--- config.mk ---
export PLATFORM = sky130hd
export DESIGN_NAME = integer_to_roman_numeral_top
export DESIGN_NICKNAME = d
export VERILOG_FILES = /design/src/sv/irn_pkg.sv /design/src/sv/irn_front.sv /design/src/sv/irn_queue.sv /design/src/sv/irn_back.sv /design/src/sv/integer_to_roman_numeral_top.sv
export SDC_FILE = /design/constraint.sdc
export NUM_CORES = 1
export LEC_CHECK = 0
export BUFFER_PORTS_ARGS = -buffer_cell sky130_fd_sc_hd__buf_2
export CORE_MARGIN = 2
export CORE_UTILIZATION = 55
export CTS_CLUSTER_DIAMETER = 50
export DETAILED_ROUTE_END_ITERATION = 10
export HOLD_SLACK_MARGIN = 0.03
export PLACE_DENSITY = 0.8
export SYNTH_ARGS = -nofsm -noshare
export SYNTH_HDL_FRONTEND = slang
export SYNTH_SLANG_ARGS = --single-unit
--- constraint.sdc ---
create_clock -name clk_i -period 11.23 [get_ports clk_i]
set_input_delay 1.123 -clock clk_i [delete_from_list [all_inputs] [get_ports clk_i]]
set_output_delay 1.123 -clock clk_i [all_outputs]
set_load 0.03 [all_outputs]
--- src/sv/irn_pkg.sv ---
// Shared types, constants and numeral pair tables for the Roman numeral converter.
`default_nettype none

package irn_pkg;

  localparam int unsigned NumW       = 12;
  localparam int unsigned CharW      = 7;
  localparam int unsigned PairIdxW   = 4;
  localparam int unsigned PairCount  = 13;
  localparam int unsigned QueueDepth = 2;

  localparam logic [NumW-1:0] NumeralMax = 12'd3999;

  localparam logic [CharW-1:0] ChrC = 7'h43;
  localparam logic [CharW-1:0] ChrD = 7'h44;
  localparam logic [CharW-1:0] ChrI = 7'h49;
  localparam logic [CharW-1:0] ChrL = 7'h4C;
  localparam logic [CharW-1:0] ChrM = 7'h4D;
  localparam logic [CharW-1:0] ChrV = 7'h56;
  localparam logic [CharW-1:0] ChrX = 7'h58;

  // One queued request: a saturated, nonzero number.
  typedef struct packed {
    logic            valid;
    logic [NumW-1:0] number;
  } irn_req_t;

  function automatic logic [NumW-1:0] pair_value(input logic [PairIdxW-1:0] idx);
    logic [NumW-1:0] v;
    unique case (idx)
      4'd0:    v = 12'd1000;
      4'd1:    v = 12'd900;
      4'd2:    v = 12'd500;
      4'd3:    v = 12'd400;
      4'd4:    v = 12'd100;
      4'd5:    v = 12'd90;
      4'd6:    v = 12'd50;
      4'd7:    v = 12'd40;
      4'd8:    v = 12'd10;
      4'd9:    v = 12'd9;
      4'd10:   v = 12'd5;
      4'd11:   v = 12'd4;
      default: v = 12'd1;
    endcase
    return v;
  endfunction

  function automatic logic [CharW-1:0] pair_first(input logic [PairIdxW-1:0] idx);
    logic [CharW-1:0] c;
    unique case (idx) inside
      4'd0:                 c = ChrM;
      4'd1, 4'd3, 4'd4:     c = ChrC;
      4'd2:                 c = ChrD;
      4'd5, 4'd7, 4'd8:     c = ChrX;
      4'd6:                 c = ChrL;
      4'd10:                c = ChrV;
      default:              c = ChrI;
    endcase
    return c;
  endfunction

  function automatic logic [CharW-1:0] pair_second(input logic [PairIdxW-1:0] idx);
    logic [CharW-1:0] c;
    unique case (idx)
      4'd1:    c = ChrM;
      4'd3:    c = ChrD;
      4'd5:    c = ChrC;
      4'd7:    c = ChrL;
      4'd9:    c = ChrX;
      default: c = ChrV;
    endcase
    return c;
  endfunction

  function automatic logic pair_has_second(input logic [PairIdxW-1:0] idx);
    return (idx == 4'd1) || (idx == 4'd3) || (idx == 4'd5) ||
           (idx == 4'd7) || (idx == 4'd9) || (idx == 4'd11);
  endfunction

  // Greedy choice: the largest pair value that still fits in the remainder.
  function automatic logic [PairIdxW-1:0] pair_select(input logic [NumW-1:0] rem);
    logic [PairIdxW-1:0] sel;
    sel = PairIdxW'(PairCount - 1);
    for (int i = PairCount - 1; i >= 0; i--) begin
      if (rem >= pair_value(PairIdxW'(i))) begin
        sel = PairIdxW'(i);
      end
    end
    return sel;
  endfunction

endpackage

`default_nettype wire

--- src/sv/irn_front.sv ---
// Input side: saturates the number and drops zeros before queueing the request.
`default_nettype none

module irn_front import irn_pkg::*; (
  input  wire logic            in_valid_i,
  input  wire logic [NumW-1:0] number_i,
  input  wire logic            queue_full_i,
  output logic                 in_stall_o,
  output irn_req_t             push_o
);

  logic accept;

  assign in_stall_o = queue_full_i;
  assign accept     = in_valid_i && !queue_full_i;

  // A zero number has an empty numeral, so it never reaches the queue.
  assign push_o.valid  = accept && (number_i != '0);
  assign push_o.number = (number_i > NumeralMax) ? NumeralMax : number_i;

endmodule

`default_nettype wire

--- src/sv/irn_queue.sv ---
// Short request queue between the front and the letter generator.
`default_nettype none

module irn_queue import irn_pkg::*; #(
  parameter int unsigned Depth = QueueDepth
) (
  input  wire logic     clk_i,
  input  wire logic     rst_ni,
  input  wire irn_req_t push_i,
  input  wire logic     pop_i,
  output logic          full_o,
  output irn_req_t      head_o
);

  localparam int unsigned PtrW = (Depth > 1) ? $clog2(Depth) : 1;
  localparam int unsigned CntW = $clog2(Depth + 1);

  logic [NumW-1:0] mem_q [Depth];
  logic [PtrW-1:0] wr_ptr_q, wr_ptr_d, rd_ptr_q, rd_ptr_d;
  logic [CntW-1:0] count_q, count_d;
  logic            do_push, do_pop;

  assign full_o        = (count_q == CntW'(Depth));
  assign head_o.valid  = (count_q != '0);
  assign head_o.number = mem_q[rd_ptr_q];

  assign do_push = push_i.valid && !full_o;
  assign do_pop  = pop_i && head_o.valid;

  always_comb begin
    wr_ptr_d = wr_ptr_q;
    rd_ptr_d = rd_ptr_q;
    count_d  = count_q;
    if (do_push) begin
      wr_ptr_d = (wr_ptr_q == PtrW'(Depth - 1)) ? '0 : wr_ptr_q + 1'b1;
    end
    if (do_pop) begin
      rd_ptr_d = (rd_ptr_q == PtrW'(Depth - 1)) ? '0 : rd_ptr_q + 1'b1;
    end
    if (do_push && !do_pop) begin
      count_d = count_q + 1'b1;
    end else if (do_pop && !do_push) begin
      count_d = count_q - 1'b1;
    end
  end

  always_ff @(posedge clk_i or negedge rst_ni) begin
    if (!rst_ni) begin
      wr_ptr_q <= '0;
      rd_ptr_q <= '0;
      count_q  <= '0;
    end else begin
      wr_ptr_q <= wr_ptr_d;
      rd_ptr_q <= rd_ptr_d;
      count_q  <= count_d;
    end
  end

  always_ff @(posedge clk_i) begin
    if (do_push) begin
      mem_q[wr_ptr_q] <= push_i.number;
    end
  end

endmodule

`default_nettype wire

--- src/sv/irn_back.sv ---
// Letter generator: walks the greedy pair table and emits one letter per cycle while the output is not stalled.
`default_nettype none

module irn_back import irn_pkg::*; (
  input  wire logic     clk_i,
  input  wire logic     rst_ni,
  input  wire irn_req_t head_i,
  output logic          pop_o,
  output logic          out_valid_o,
  input  wire logic     out_stall_i,
  output logic [CharW-1:0] char_code_o,
  output logic          last_o
);

  logic [NumW-1:0]     rem_q, rem_d;
  logic [PairIdxW-1:0] pos_q, pos_d;
  logic                pend_q, pend_d;
  logic                out_valid_q, out_valid_d;
  logic [CharW-1:0]    char_q, char_d;
  logic                last_q, last_d;
  logic [PairIdxW-1:0] sel;
  logic                busy, adv;

  assign busy = (rem_q != '0) || pend_q;
  assign adv  = !out_valid_q || !out_stall_i;
  assign sel  = pair_select(rem_q);

  always_comb begin
    rem_d       = rem_q;
    pos_d       = pos_q;
    pend_d      = pend_q;
    char_d      = char_q;
    last_d      = last_q;
    pop_o       = 1'b0;
    out_valid_d = adv ? busy : out_valid_q;
    if (!busy) begin
      pop_o = head_i.valid;
      if (head_i.valid) begin
        rem_d = head_i.number;
      end
    end else if (adv) begin
      if (pend_q) begin
        // Second letter of a subtractive pair; its value is already taken off.
        char_d = pair_second(pos_q);
        last_d = (rem_q == '0);
        pend_d = 1'b0;
      end else begin
        char_d = pair_first(sel);
        rem_d  = rem_q - pair_value(sel);
        pend_d = pair_has_second(sel);
        pos_d  = sel;
        last_d = (rem_d == '0) && !pend_d;
      end
    end
  end

  always_ff @(posedge clk_i or negedge rst_ni) begin
    if (!rst_ni) begin
      rem_q       <= '0;
      pos_q       <= '0;
      pend_q      <= 1'b0;
      out_valid_q <= 1'b0;
    end else begin
      rem_q       <= rem_d;
      pos_q       <= pos_d;
      pend_q      <= pend_d;
      out_valid_q <= out_valid_d;
    end
  end

  always_ff @(posedge clk_i) begin
    char_q <= char_d;
    last_q <= last_d;
  end

  assign out_valid_o = out_valid_q;
  assign char_code_o = char_q;
  assign last_o      = last_q;

endmodule

`default_nettype wire

--- src/sv/integer_to_roman_numeral_top.sv ---
// A nonzero number is stored in the queue, then loaded into the generator, then its first letter is registered.
// The generator emits one letter per cycle while the output is not stalled, and loads each number from the queue
// before its first letter; the longest numeral, for 3888, has 15 letters.
// Zero requests are taken but never queued, and produce no letters. Numbers above 3999 read as 3999.
// Reset empties the request queue, clears the generator state and drops the output valid.
`default_nettype none

module integer_to_roman_numeral_top import irn_pkg::*; #(
  parameter int unsigned QDepth = QueueDepth
) (
  input  wire logic            clk_i,
  input  wire logic            rst_ni,
  input  wire logic            in_valid_i,
  output logic                 in_stall_o,
  input  wire logic [NumW-1:0] number_i,
  output logic                 out_valid_o,
  input  wire logic            out_stall_i,
  output logic [CharW-1:0]     char_code_o,
  output logic                 last_o
);

  irn_req_t push, head;
  logic     queue_full, pop;

  irn_front u_front (
    .in_valid_i   (in_valid_i),
    .number_i     (number_i),
    .queue_full_i (queue_full),
    .in_stall_o   (in_stall_o),
    .push_o       (push)
  );

  irn_queue #(
    .Depth (QDepth)
  ) u_queue (
    .clk_i  (clk_i),
    .rst_ni (rst_ni),
    .push_i (push),
    .pop_i  (pop),
    .full_o (queue_full),
    .head_o (head)
  );

  irn_back u_back (
    .clk_i       (clk_i),
    .rst_ni      (rst_ni),
    .head_i      (head),
    .pop_o       (pop),
    .out_valid_o (out_valid_o),
    .out_stall_i (out_stall_i),
    .char_code_o (char_code_o),
    .last_o      (last_o)
  );

  // The front never pushes into a full queue.
  a_no_overflow: assert property (@(posedge clk_i) disable iff (!rst_ni)
    push.valid |-> !queue_full)
    else $error("request pushed into a full queue");

  // Every emitted letter is one of the seven numeral letters.
  a_letter_code: assert property (@(posedge clk_i) disable iff (!rst_ni)
    out_valid_o |-> (char_code_o == ChrC || char_code_o == ChrD || char_code_o == ChrI ||
                     char_code_o == ChrL || char_code_o == ChrM || char_code_o == ChrV ||
                     char_code_o == ChrX))
    else $error("output letter outside the numeral alphabet");

  // Inside one numeral the letters follow without a gap.
  a_no_gap: assert property (@(posedge clk_i) disable iff (!rst_ni)
    out_valid_o && !out_stall_i && !last_o |=> out_valid_o)
    else $error("gap inside a numeral");

  // Queue head is only popped while a nonzero, in-range request is present.
  a_pop_valid: assert property (@(posedge clk_i) disable iff (!rst_ni)
    pop |-> head.valid && (head.number != '0) && (head.number <= NumeralMax))
    else $error("popped an empty or out-of-range request");

endmodule

`default_nettype wire
== Yosys cells after proc, flatten, opt, wreduce, memory -nomap -nowiden ==
Memories as Yosys holds them, arrays and structs flattened.
Cells that the tools add are included.
Operators by class
  $add $sub $neg: 5
  bitwise operators: 1
  $lt $le $gt $ge: 13
  multiplexer cells: 32
  reduce and logical (&&, ||, !) cells: 33
  equal/unequal tests: 19
Operators by type and width (number)
  12-bit 2-to-1 mux: 8
  4-bit 2-to-1 mux: 11
  5-bit case mux with 6 select lines: 1
  5-bit case mux with 5 select lines: 1
  4-bit by 3-bit == test with 1-bit output, second input constant: 6
  12-bit by 10-bit >= comparator with 1-bit output, second input constant: 2
  12-bit by 3-bit >= comparator with 1-bit output, second input constant: 2
  12-bit by 4-bit >= comparator with 1-bit output, second input constant: 2
  12-bit by 6-bit >= comparator with 1-bit output, second input constant: 2
  12-bit by 7-bit >= comparator with 1-bit output, second input constant: 2
  12-bit by 9-bit >= comparator with 1-bit output, second input constant: 2
  12-bit logical NOT: 2
  12-bit nonzero test: 2
  4-bit == test, second input constant: 5
  4-bit by 2-bit == test with 1-bit output, second input constant: 3
  12-bit greater-than comparator, second input constant: 1
  12-bit subtractor: 1
  4-bit by 1-bit == test with 1-bit output, second input constant: 2
  1-bit logical AND: 7
  1-bit logical OR: 7
  1-bit 2-to-1 mux: 7
  7-bit 2-to-1 mux: 1
  1-bit logical NOT: 6
  3-bit AND reduction: 2
  other kinds (12): 18
Storage, ports and cells
  memory bits (read-only): 160
  memory bits (writable): 24
  memories kept: 2
  flip-flop bits (word level): 30
  input bits: 16
  word-level logic and storage cells: 114
Memories
  (no name shown): depth 16, bits a word 10, read ports 1, clocked after Yosys merged registers in 0, write ports 0, RTL line irn_pkg.sv:30  | unique case (idx)
  u_queue.mem_q: depth 2, bits a word 12, read ports 1, clocked after Yosys merged registers in 0, write ports 1, RTL line irn_queue.sv:18  | logic [NumW-1:0] mem_q [Depth];

== Logic depth before layout (Yosys ltp) ==
  depth after elaboration: 22
  depth in mapped cells: 17
  gate-level depth less buffers: 16

== Modules after synthesis ==
A second synthesis with hierarchy kept.
Unflattened totals
  cell total of the unflattened synthesis: 361
  area, all modules: 3498.4 µm²
Modules (own cells, without submodules)
  irn_back: area each 2301.0 µm², times used 1, cells each 285
  irn_queue: area each 1069.8 µm², times used 1, cells each 56
  irn_front: area each 127.6 µm², times used 1, cells each 20

== Least setup slack after synthesis ==
No wires, ideal clock.
  path type: reg-to-reg
  start point: reg u_back.rem_q[1]
  end point: reg u_back.last_q (netlist: u_back.last_o), data pin
  setup slack: 6.769 ns
  arrival time: 4.316 ns
  period minus slack after synthesis: 4.461 ns
  stages on the path, launching flop included: 17
  buffers on the path: 1
  required time: 11.085 ns
  cells stage by stage: dfrtp_1 > clkbuf_1 > or4b_1 > a211oi_1 > o211a_1 > o21ai_2 > ha_1 > o21ai_0 > inv_1 > ha_1 > nor2b_1 > o21ai_0 > or3b_2 > a2111oi_2 > o2111ai_1 > or4_1 > o21ai_1
Between the ends
  longest elaborated chain between the ends: 22
  elaborated cells on any way between the ends: 45
  those cells by class: add/sub (1); order compare (12); eq/ne (6); mux (16); reduce/logical (9); memory (1)
RTL lines
  start, declared: RTL line irn_back.sv:15  | logic [NumW-1:0] rem_q, rem_d;
  start signal, assigned: RTL line irn_back.sv:64  | rem_q <= rem_d;
  parallel branches: the longest is 21 deep, another holds 12-bit by 3-bit >= comparator with 1-bit output
  1-bit 2-to-1 mux *: RTL line irn_back.sv:42  | if (pend_q) begin
  end signal, assigned: RTL line irn_back.sv:73  | last_q <= last_d;
  end, declared: RTL line irn_back.sv:20  | logic last_q, last_d;
Every way passes the cells marked *. The select of a mux whose other input is x is not followed.
A chain may end at the register's enable or synchronous reset.

== Worst setup path after layout ==
  start point: reg u_back.rem_q[2]
  end point: reg u_back.last_q (netlist: u_back.last_o), data pin
Between the ends
  longest elaborated chain between the ends: 22
  elaborated cells on any way between the ends: 45
  those cells by class: add/sub (1); order compare (12); eq/ne (6); mux (16); reduce/logical (9); memory (1)
RTL lines
  12-bit by 3-bit >= comparator with 1-bit output: RTL line irn_pkg.sv:85  | if (rem >= pair_value(PairIdxW'(i))) begin
  3-bit 2-to-1 mux: RTL line irn_pkg.sv:85
  4-bit 2-to-1 mux (10 in series): RTL line irn_pkg.sv:85
  4-bit 2-to-1 mux *: RTL line irn_pkg.sv:85
  net u_back.sel[0]: RTL line irn_back.sv:21  | logic [PairIdxW-1:0] sel;
  parallel branches: the longest is 7 deep, another holds 12-bit subtractor
  1-bit logical AND *: RTL line irn_back.sv:52  | last_d = (rem_d == '0) && !pend_d;
  1-bit 2-to-1 mux *: RTL line irn_back.sv:42
Mark *: on every way through the listed nets, which the timed path passes. The select of a mux whose other input is x is not followed.

==> run_results.csv <==
group,metric,value,unit
cells_and_area,finish.net_count,390,
power_and_ir_drop,power_switching_share,46.71,%
sta,timing.clock.skew,0.003269,ns
placement,portBuffers,23,
die,die_w,82.04,um
power_and_ir_drop,pwr-share-seq,34.6,%
sta,timing.slew.headroom,30.70,%
yosys,syn_area_per_cell,9.489,um2
sta,rsz0062_at_grt,"false",
clock_tree,clockRootBuffer,"sky130_fd_sc_hd__clkbuf_8",
sta,achievable-frequency,0.2070,GHz
die,io-pin-count,26,
die,num_rows,28,
clock_tree,cts_hold_buf,0,
placement,detailedPlacementHpwl,5.384,mm
placement,gp_congestion,0.9537,
clock_tree,clk_path_buf_depth,2,
clock_tree,cts_sinks,52,
setup_path,critical_path.reg2reg.startpoint,"u_back.rem_q[2]$_DFFE_PN0P_",
sta,final-max-slew-violation-count,0,
setup_path,worst_ep_required_time,11.40,ns
route,postRouteWirelength,6.997,mm
grt,grt_first_pass_wirelength,11.94,mm
route,ant_nets,0,
setup_path,critPathArrivalTime,5.01,ns
sta,setup_violations,0,
setup_path,worstSetupStartpointType,"flop",
yosys,synth.most_common_cell,"sky130_fd_sc_hd__nand2_1",
worst_hold_path,worstHoldPathType,"reg -> reg",
clock_tree,total_clock_buffers_created_by_cts,5,
sta,finalHoldViolCount,0,
sta,fin_crit,4.831,ns
yosys,mappedNetlistNets,382,
power_and_ir_drop,share_clk_of_total_power,10.7,%
yosys,number_of_library_cell_types_mapped_by_synthesis,68,
clock_tree,ctsResizeCount,0,
yosys,yosysTopAreaCellShare,26.90,%
grt,first_global_vias,2487,
sta,fin_tns_setup,0,ns
power_and_ir_drop,maximum_vdd_drop,0.1564,mV
cells_and_area,antennaDiodeCount,0,
route,viasPerCell,6.043,
setup_path,cp.buffers_inverters,2,
grt,grt-ovfl-total,0,
setup_path,worstPathMaxFanout,11,
clock_tree,cts.clk_slew.worst_paths,0.09,ns
yosys,commonest_cells_in_the_synthesized_netlist,"sky130_fd_sc_hd__nand2_1, sky130_fd_sc_hd__o21ai_0, sky130_fd_sc_hd__edfxtp_1",
yosys,synth_sequential_area_ratio,43.33,%
worst_hold_path,hp-start,"u_queue.wr_ptr_q$_DFFE_PN0P_",
setup_path,path_delay_family,"compound AO/OA/AOI/OAI gates",
status,status,"finished, final reports clean",
setup_path,timing.critical_path.cells,"and3b_1 -> o211ai_1 -> a21oi_1 -> o31ai_1 -> inv_1 -> ha_1 -> o21ai_0 -> inv_1 -> ha_1 -> nor2b_1 -> o21ai_0 -> or3b_2 -> a2111oi_2 -> o2111ai_1 -> or4_1 -> o21ai_1",
route,vias_post_dr,2641,
yosys,post-synth-top-area-cell,"sky130_fd_sc_hd__edfxtp_1",
yosys,ys.warnings.count,0,
power_and_ir_drop,lkg_pwr,1.387,nW
sta,worstMarginPinSlew,1.039,ns
grt,antenna_found_initial,0,
yosys,mappedNetlistArea,0.003349,mm2
power_and_ir_drop,switchingPower,0.0004773,W
grt,grt_usage,23.33,%
yosys,yosys_most_used_dff,"sky130_fd_sc_hd__edfxtp_1",
die,coreArea,0.005921,mm2
clock_tree,post_cts.repair.setup_buffers,0,
sta,timing.final.crit_share,43.02,%
cells_and_area,syn_to_final_growth,5.939,%
job,cap_viol_max_count,0,
setup_path,worst_path_max_delay_cell,"sky130_fd_sc_hd__dfrtp_1",
clock_tree,tritoncts,"yes",
sta,fin_hold_ws,0.5011,ns
setup_path,worstSetupStartpoint,"u_back.rem_q[2]$_DFFE_PN0P_",
yosys,synth.top_cells.by_area,"sky130_fd_sc_hd__edfxtp_1, sky130_fd_sc_hd__dfrtp_1, sky130_fd_sc_hd__o21ai_0",
clock_tree,worstSkewPairLatency,0.31,ns
route,drtIter0Drc,134,
clock_tree,cts.htree.levels,2,
setup_path,criticalPathCategory,"reg -> reg",
power_and_ir_drop,total_power,0.001022,W
route,drc_errors,0,
power_and_ir_drop,power_density,287.9,mW/mm2
setup_path,setup.worst_path.end_class,"flop",
grt,grt_max_degree,25,
die,design.die.area,0.006731,mm2
power_and_ir_drop,pint,0.0005444,W
die,floorplan.initialDensity,56.57,%
cells_and_area,layout-drive-gt1-share,14.92,%
route,drt_pass1_iterations,4,
yosys,synth-edff-count,30,
route,final_routed_wire_length_divided_by_cell_count,16.01,um
yosys,postSynthRegisterBits,52,
setup_path,slowest_delay,0.54,ns
power_and_ir_drop,combPwrFrac,54.7,%
yosys,post_synth_inst_count,353,
yosys,ys_async_sr_fraction,42.31,%
die,die_height,82.04,um
-- kinds of logic after synthesis --
family / share of synthesized area [%]
compound gates: 21.18
xor+xnor: 2.353
fa+ha+maj: 5.080
buf+inv: 4.594
flops: 43.33
mux: 3.773
other cells: 0.2242
simple gates: 19.46
-- metrics by stage --
| step | setup slack, ns | std cells | instance area, um2 | utilization, % |
|---|---|---|---|---|
| floorplan | 6.769 | 353 | 3349 | - |
| global placement | 6.571 | 429 | 3457 | 58.39 |
| detailed placement | 6.461 | 429 | 3457 | 58.39 |
| CTS | 6.432 | 437 | 3548 | 59.93 |
| global route | 6.043 | 437 | 3548 | 59.93 |
| finish | 6.399 | 437 | 3548 | 59.93 |
-- worst register-to-register path: cells and delay by family (launching register included) --
| family | cells | cell delay [ns] |
|---|---|---|
| adders and majority gates | 2 | 0.64 |
| DFF | 1 | 0.54 |
| AOI/OAI and AO/OA | 8 | 1.98 |
| buffers and inverters | 2 | 0.24 |
| and+or+nand+nor | 4 | 1.28 |
-- final timing paths --
| kind | to | slack, ns | cells after the start |
|---|---|---|---|
| max in group asynchronous | u_back.pos_q[0]$_DFFE_PN0P_ | 10.11 | 1 |
| setup / recovery | u_back.last_o$_DFFE_PP_ | 6.40 | 16 |
| setup reg to reg | u_back.last_o$_DFFE_PP_ | 6.40 | 16 |
| hold reg to reg | u_queue.wr_ptr_q$_DFFE_PN0P_ | 0.50 | 1 |
| min in group asynchronous | u_back.rem_q[10]$_DFFE_PN0P_ | 0.77 | 1 |
| hold / removal | u_queue.wr_ptr_q$_DFFE_PN0P_ | 0.50 | 1 |
-- cells in the final DEF (no fill, tap or decap), types with 2 or more instances in the layout --
cell                        count
sky130_fd_sc_hd__a211oi_1       7
sky130_fd_sc_hd__a21o_1         5
sky130_fd_sc_hd__a21oi_1       17
sky130_fd_sc_hd__a31o_2         2
sky130_fd_sc_hd__a31oi_1        3
sky130_fd_sc_hd__a41oi_1        3
sky130_fd_sc_hd__and2_1         3
sky130_fd_sc_hd__buf_2         23
sky130_fd_sc_hd__clkbuf_8       5
sky130_fd_sc_hd__conb_1         2
sky130_fd_sc_hd__dfrtp_1       22
sky130_fd_sc_hd__edfxtp_1      30
sky130_fd_sc_hd__ha_1          12
sky130_fd_sc_hd__inv_1         13
sky130_fd_sc_hd__mux2_2         5
sky130_fd_sc_hd__mux2i_1        7
sky130_fd_sc_hd__nand2_1       37
sky130_fd_sc_hd__nand2b_1       4
sky130_fd_sc_hd__nand3_1        9
sky130_fd_sc_hd__nor2_1        28
sky130_fd_sc_hd__nor2b_1        7
sky130_fd_sc_hd__nor3_1        11
sky130_fd_sc_hd__nor3_4         2
sky130_fd_sc_hd__nor3b_1        3
sky130_fd_sc_hd__nor4_1         4
sky130_fd_sc_hd__o2111ai_1      3
sky130_fd_sc_hd__o211a_1        2
sky130_fd_sc_hd__o211ai_1       2
sky130_fd_sc_hd__o21a_1         3
sky130_fd_sc_hd__o21ai_0       34
sky130_fd_sc_hd__o31a_1         2
sky130_fd_sc_hd__o31ai_1        4
sky130_fd_sc_hd__or2_2          5
sky130_fd_sc_hd__or3_1          2
sky130_fd_sc_hd__xnor2_1        5
sky130_fd_sc_hd__xor2_1         4
-- flip-flops by register name, summed over array words and instances, names as in the netlist, 2 cells and up --
register,count
u_back.pos_q,4
u_queue.count_q,2
u_back.char_code_o,5
u_queue.mem_q,24
u_back.rem_q,12
-- routing by layer --
layer,track usage [%],routed length (um),up-vias
li1,-,-,1308
met1,31.05,3161,1231
met2,38.54,3316,89
met3,3.626,398,13
met4,8.667,121,0
met5,0,0,-
-- cell type report --
type	instances	area, um2
clock buffers	5	68.82
fillers	509	2372
multi-input cells	265	1744
flip-flops and latches	52	1451
well taps	75	93.84
clock inverters	3	22.52
inverters	14	52.55
repair buffers	23	115.1
-- power groups by stage --
stage	Sequential (W)	Combinational, W	Clock, W
global route	0.000367	0.000624	0.000118
CTS	0.000353	0.000555	0.000111
global placement	0.000353	0.000541	0
detailed placement	0.000357	0.000552	0
finish	0.000353	0.000559	0.000110
floorplan	0.000317	0.000473	0
Note: power is estimated with default switching activity, not from simulation.
